--- src/rtl/core/tws_elapsed.sv ---
// Shared wrapping elapsed-time compare: (now - since) >= threshold.
module tws_elapsed (
  input  logic [31:0] now,
  input  logic [31:0] since,
  input  logic [31:0] threshold,
  output logic        reached
);

  logic [31:0] diff;

  assign diff    = now - since;
  assign reached = diff >= threshold;

endmodule
--- config.mk ---
export PLATFORM = sky130hd
export DESIGN_NAME = tws_elapsed
export DESIGN_NICKNAME = d
export VERILOG_FILES = /design/src/rtl/core/tws_elapsed.sv
export SDC_FILE = /design/constraint.sdc
export NUM_CORES = 1
export LEC_CHECK = 0
export BUFFER_PORTS_ARGS = -buffer_cell sky130_fd_sc_hd__buf_2
export CORE_AREA = 2 2 85 87
export DETAILED_ROUTE_END_ITERATION = 10
export DIE_AREA = 0 0 87 89
export MAX_ROUTING_LAYER = met4
export PLACE_DENSITY = 0.65
export SYNTH_ARGS = -nofsm -noshare
export SYNTH_HDL_FRONTEND = slang
export SYNTH_SLANG_ARGS = --single-unit
export TNS_END_PERCENT = 1
--- constraint.sdc ---
create_clock -name vclk -period 8.2
set_clock_uncertainty 0.2 [all_clocks]
set_input_delay 2.46 -clock vclk [all_inputs]
set_output_delay 2.46 -clock vclk [all_outputs]
set_load 0.05 [all_outputs]
==> flow_summary.yaml <==
floorplanning:
  start_util: 0.393
  die_h_um: 89
  ioPinCount: 97
  coreArea_mm2: 0.00672
  die_area_mm2: 0.00774
  rows: 30
  die_w_um: 87
logic_synthesis:
  syn_nets: 534
  yosys_warnings: 0
  avgSynthCellArea_um2: 7.06
  synth_area_mm2: 0.00264
  synth_cell_types: 50
  synthTopCellsByArea: "ha_1, inv_1, a21o_1, a21oi_1, xnor2_1"
  synth_top_cell_by_area: "ha_1"
  synthCells: 374
  synth_top_area_share: 0.298
  yosysSeqAreaShare: 0
setup_path:
  start_kind: "input port"
  critPathCaptureType: "output pin"
  crit_fanout: 3
  cp.required_ns: 5.54
  arrival_ns: 5.79
  critPathKind: "in -> out"
status:
  outcome: "finished, violations left"
  violations: "negative setup slack"
pwr:
  leakagePower_nw: 2.20
  ir_drop_uv: 30.5
  power.density_mw_per_mm2: 87.9
sta:
  timing.fmax_mhz: 118
  min_period_ns: 8.45
  timing.final.max_slew_violations: 0
  setup_viol_count_final: 1
  final-hold-violation-count: 0
  tightest_slew_ns: 0.427
  post-route-period-util: 1.03
  slew_headroom: 0.712
  rsz0062_at_grt: "yes"
  fin_ws_ns: -0.250
cells_and_area:
  layout-drive-gt1-share: 0.356
  area_delta_synth_final_pct: 43.0
  seq_cells: 0
  n_clock_buffer: 0
  final_nets: 682
  layoutNonFillerInstCount: 600
  antennaDiodeCount: 0
  fill_cells: 680
  regArea_um2: 0
  final_area_mm2: 0.00378
global_route:
  grt_pass1_wl_um: 13000
  grt.overflow.total: 0
  track_usage: 0.206
  grt_start_max_net_pins: 9
  use_met3: 0.00554
  grt-busiest-layer: "met2"
  grt_use_met1: 0.261
  antenna_found_initial: 0
  grt_pass1_vias: 3010
  grt_util_met2: 0.373
run:
  maxCapViolations: 0
route:
  dr.pass1.iters: 4
  viasPerCell: 5.24
  route.vias.total: 3142
  wire_per_inst_um: 13.0
  routed_wl_um: 7810
  detail_route.drc_violations: 0
  ant_nets: 0
  first_iter_violations: 95
place:
  hpwl_um: 6590
  gp_congestion: 0.991
  io_buffers: 97
  place_area_mm2: 0.00357
  dp.cells: 592
worst_hold_path:
  hp-class: "in -> out"
-- where the power goes --
part	switching (mW)	internal [mW]	total, mW
combinational	0.168	0.164	0.332
clock	0	0	0
sequential	0	0	0
total	0.168	0.164	0.332
-- worst paths after layout --
| check | start | endpoint | slack (ns) | depth (start not counted) |
|---|---|---|---|---|
| max | now[0] | reached | -0.25 | 20 |
| min | threshold[31] | reached | 5.38 | 6 |
-- final cells by class --
cell class                 instances  area, µm²  share of cell area
tap                               80        100              0.0265
multi-input combinational        298       2480               0.657
inverter                          64        243              0.0643
timing repair buffer             158        952               0.252
-- worst max-delay path: stages --
cell      delay [ns]
buf_6           0.10
inv_4           0.04
ha_4            0.12
inv_2           0.04
fa_2            0.33
a21o_1          0.19
a221oi_2        0.21
buf_4           0.17
o21ai_4         0.06
a311oi_4        0.33
o211ai_1        0.16
a21oi_1         0.19
xnor2_1         0.09
ha_1            0.30
nand4_1         0.22
buf_4           0.22
nor3_4          0.15
a211oi_2        0.05
o211ai_1        0.11
buf_4           0.24
-- per-stage QoR --
stage          setup TNS (ns)  hold WS (ns)  total power [mW]   util  worst slack [ns]
6_report               -0.250          5.38             0.332  0.562            -0.250
5_1_grt                -0.434          5.42             0.369  0.562            -0.434
4_1_cts                -0.159          5.35             0.319  0.553            -0.159
3_5_place_dp           -0.511          5.41             0.299  0.532            -0.511
3_3_place_gp           -0.310          5.41             0.292  0.532            -0.310
2_1_floorplan          -0.155          5.37             0.195      -            -0.155
-- what timing repair did --
action | CTS | global route
setup endpoints to repair | 1 | 1
gates resized for setup | 22 | 7
pin swaps | 22 | 12
setup buffers | 5 | 3
hold buffers | 0 | 0
-- layout by cell type (no fill, tap or decap), drive strengths merged, types with 2 or more instances in the layout --
cell type	count
nand4	14
a311oi	4
or3	3
and2	2
and4	2
nor3b	2
and3	6
buf	158
nand2	20
o21a	5
inv	64
a211oi	2
nor2b	3
nand2b	3
xor2	13
nor3	4
nand3	8
o31ai	4
or4b	2
o211ai	3
nor2	11
o21ai	13
o2111ai	2
a21o	30
ha	63
a31oi	6
nor4b	2
xnor2	16
a21oi	40
-- metal layers --
layer  up-vias  routed length [µm]
met3         7                 338
li1       1640                   -
met2        81                3890
met4         0                  78
met5         -                   0
met1      1414                3500
-- synth_stat cells (8+ instances only) --
library cell,number
a21o_1,30
a21oi_1,40
ha_1,63
inv_1,64
nand2_1,20
nand3_1,8
nand4_1,14
nor2_1,11
o21ai_0,8
xnor2_1,16
xor2_1,13
-- cell families (layout without fill, tap and decap cells) --
kind of cell,count (synthesis),count (layout),share of synthesized area
adders and majority gates,64,64,0.306
muxes,1,1,0.00426
and+or+nand+nor,83,83,0.170
xor gates and xnor gates,29,29,0.0962
buffers and inverters,76,222,0.111
AOI/OAI and AO/OA,121,121,0.313
(Power assumes the default switching activity.)
