**src/rtl/core/tws_pkg.sv**
```systemverilog
// Shared types, constants and codes of the time-window playlist sequencer.
package tws_pkg;

  localparam int DEF_MAX_ENTRIES = 128;

  // Timing constants.
  localparam logic [31:0] CHECK_PERIOD_MS        = 32'd1000;
  localparam logic [31:0] UNIT_MS                = 32'd100;
  localparam logic [15:0] FALLBACK_RECHECK_UNITS = 16'd10;
  localparam logic [15:0] DWELL_DEFAULT          = 16'd100;

  // Input transaction kinds.
  localparam logic [1:0] KIND_WRITE = 2'd0;
  localparam logic [1:0] KIND_START = 2'd1;
  localparam logic [1:0] KIND_TICK  = 2'd2;

  // Result actions.
  localparam logic [2:0] ACT_NONE          = 3'd0;
  localparam logic [2:0] ACT_APPLY_ENTRY   = 3'd1;
  localparam logic [2:0] ACT_APPLY_DEFAULT = 3'd2;
  localparam logic [2:0] ACT_HOLD          = 3'd3;
  localparam logic [2:0] ACT_ENDED         = 3'd4;

  // Configuration register indexes.
  localparam logic [7:0] CFG_ENTRY_COUNT    = 8'd0;
  localparam logic [7:0] CFG_REPEAT_LIMIT   = 8'd1;
  localparam logic [7:0] CFG_END_PRESET     = 8'd2;
  localparam logic [7:0] CFG_DEFAULT_PRESET = 8'd3;

  // One stored playlist entry.
  typedef struct packed {
    logic [31:0] transition;
    logic [10:0] win_end;
    logic [10:0] win_start;
    logic        win_en;
    logic [15:0] dwell;
    logic [7:0]  preset;
  } entry_t;

endpackage

```
**src/rtl/core/tws_window_check.sv**
```systemverilog
// Daily minute window test of one entry against the current minute.
module tws_window_check
  import tws_pkg::*;
(
  input  entry_t      entry,
  input  logic [10:0] minute,
  output logic        allowed
);

  always_comb begin
    if (!entry.win_en || (entry.win_start == entry.win_end)) begin
      allowed = 1'b1;
    end else if (entry.win_start < entry.win_end) begin
      allowed = (minute >= entry.win_start) && (minute < entry.win_end);
    end else begin
      // The window wraps past midnight.
      allowed = (minute >= entry.win_start) || (minute < entry.win_end);
    end
  end

endmodule

```
**config.mk**
```make
export PLATFORM = sky130hd
export DESIGN_NAME = tws_window_check
export DESIGN_NICKNAME = d
export VERILOG_FILES = /design/src/rtl/core/tws_pkg.sv /design/src/rtl/core/tws_window_check.sv
export SDC_FILE = /design/constraint.sdc
export NUM_CORES = 1
export LEC_CHECK = 0
export ABC_CLOCK_PERIOD_IN_PS = 3300
export BUFFER_PORTS_ARGS = -buffer_cell sky130_fd_sc_hd__buf_2
export CAP_MARGIN = 15
export CORE_MARGIN = 4
export CORE_UTILIZATION = 38
export DETAILED_ROUTE_END_ITERATION = 10
export PLACE_DENSITY = 0.95
export SLEW_MARGIN = 40
export SYNTH_ARGS = -nofsm -noshare
export SYNTH_HDL_FRONTEND = slang
export SYNTH_SLANG_ARGS = --single-unit
export TNS_END_PERCENT = 10
```
**constraint.sdc**
```tcl
create_clock -name vclk -period 3.3
set_clock_uncertainty 0.2 [all_clocks]
set_input_delay 0.66 -clock vclk [all_inputs]
set_output_delay 0.66 -clock vclk [all_outputs]
set_load 0.005 [all_outputs]
```
==> run summary <==
Cell Area, Synth -> 768 um2
class of the worst hold path -> in2out
sequential-to-total area share from yosys stat -> 0%
area leader, netlist -> ha_1
io pins -> 91
post-CTS sizing -> 0
placed wire-length estimate -> 1.83 mm
Slew Viols, Final -> 0
CP Launch Type -> input port
RSZ-0062 raised after global routing -> no
LEAKAGE -> 0.614 nW
core footprint -> 1940 um2
vias per std cell -> 5.05
Vias -> 828
Final Hold Viols -> 0
CP arrival -> 2130 ps
pin count of the biggest net entering global routing -> 4
FF+latch count -> 0
P&R area growth vs syn -> 27.2%
Slew headroom -> 83.8%
ANT cells -> 0
Final period util -> 90.6%
Max Fclk -> 335 MHz
Final Setup Violations -> 0
width of the die -> 53.0 um
Yosys cell types -> 20
Port Buffer Count -> 35
Die Footprint -> 2810 um2
synthesized instance count -> 102
VDD IR max -> 0.0513 mV
Post-CTS Setup Inserts -> 0
Worst Max-Slew Pin Slew -> 241 ps
gr usage total -> 13.8%
routability cong. -> 0.859
Power, Total -> 0.000118 W
share of the synthesized area in the top cell type -> 52.1%
crit path capture type -> primary output
CP Data Required Time -> 2440 ps
antenna violations before repair -> 0
Starting Density -> 39.6%
GRT Residual Overflow -> 0
dpl ws -> 304 ps
Commonest cells post-synth -> 32 x ha_1, 22 x inv_1, 8 x a21oi_1, 7 x a21o_1, 6 x nand2_1
fillcell total -> 196
count leader, synth -> ha_1
first-pass GRT wire length -> 3.07 mm
setup TNS -> 0 ps
Die H -> 53.0 um
final worst slack -> 311 ps
drt total wl -> 1.90 mm
Synthesized Nets -> 224
hold buffers post-CTS -> 0
final net count -> 261
Cell Pwr Density -> 121 nW/um2
ANT nets after route -> 0
fin crit period -> 2990 ps
critical-path maximum fanout -> 3
DRC -> 0
Pre-Repair DR Iteration Count -> 4
maxcap violations -> 0
status -> complete, no violations
clock buf count -> 0
ranking of synthesized cells by area -> ha_1 52%, inv_1 11%, a21o_1 6.8%, a21oi_1 5.2%, nand4_1 4.1%
wire per inst -> 11.6 um
Ys Warns -> 0
vias in the first global route -> 803
share of layout cells above drive strength 1 -> 27.0%
Setup CP Type -> in2out
synthesized area per cell -> 7.53 um2
initial DRC count -> 1
register area -> 0 um2
site row count -> 16
area by class of cell:
type,count,area (um2),share of cell area [%]
Inverter,22,82.6,8.45
Multi-Input combinational cell,80,686,70.2
Timing Repair Buffer,35,175,17.9
Tap cell,27,33.8,3.46
layout by cell type, fill, tap and decap left out, types with 2 or more instances in the layout:
master     n
a211oi_1   2
a21oi_1    8
nor2b_1    2
a21o_1     7
o21ai_0    3
o21ai_1    2
nand2_1    6
a21oi_2    2
nor2_1     3
ha_1      32
nand4_1    5
inv_1     22
buf_2     35
layer usage:
metal	part of all wire (%)	wire, um	GRT usage [%]
met5	0	0	0
met1	42	800	16.7
met2	54	1020	28.3
met4	0	0	0
met3	4.1	77	0
worst max-delay path, cell delays in order:
cell	delay (ps)
buf_2	100
inv_1	40
ha_1	310
and4_1	200
a221oi_1	260
a21o_1	150
o211ai_1	80
a21o_1	200
buf_2	130
through the flow:
| step | hold slack [ps] | cell area [um2] | utilization (%) | instances |
|---|---|---|---|---|
| after detailed placement | 1470 | 977 | 50.3 | 164 |
| after global routing | 1490 | 977 | 50.3 | 164 |
| final | 1480 | 977 | 50.3 | 164 |
| after floorplan | 1250 | 768 | - | 102 |
| after CTS | 1470 | 977 | 50.3 | 164 |
| after global placement | 1470 | 977 | 50.3 | 164 |
final timing paths:
path  cells past startpoint  slack, ps       to      start
min                       4       1480  allowed  entry[24]
max                       9        310  allowed  entry[31]
kinds of logic after synthesis:
family	count (synthesis)	share of synthesized area [%]
adder cells (fa/ha/maj)	32	52.1
AO/OA/AOI/OAI	28	23.6
buffers and inverters	22	10.7
AND/OR/NAND/NOR	20	13.5
where the power goes:
part	switching (W)	leakage (nW)	internal, W	total (W)
combinational	0.0000600	0.614	0.0000579	0.000118
clock	0	0	0	0
sequential	0	0	0	0
total	0.0000600	0.614	0.0000579	0.000118
No activity file was read; power rests on OpenSTA's default activity.
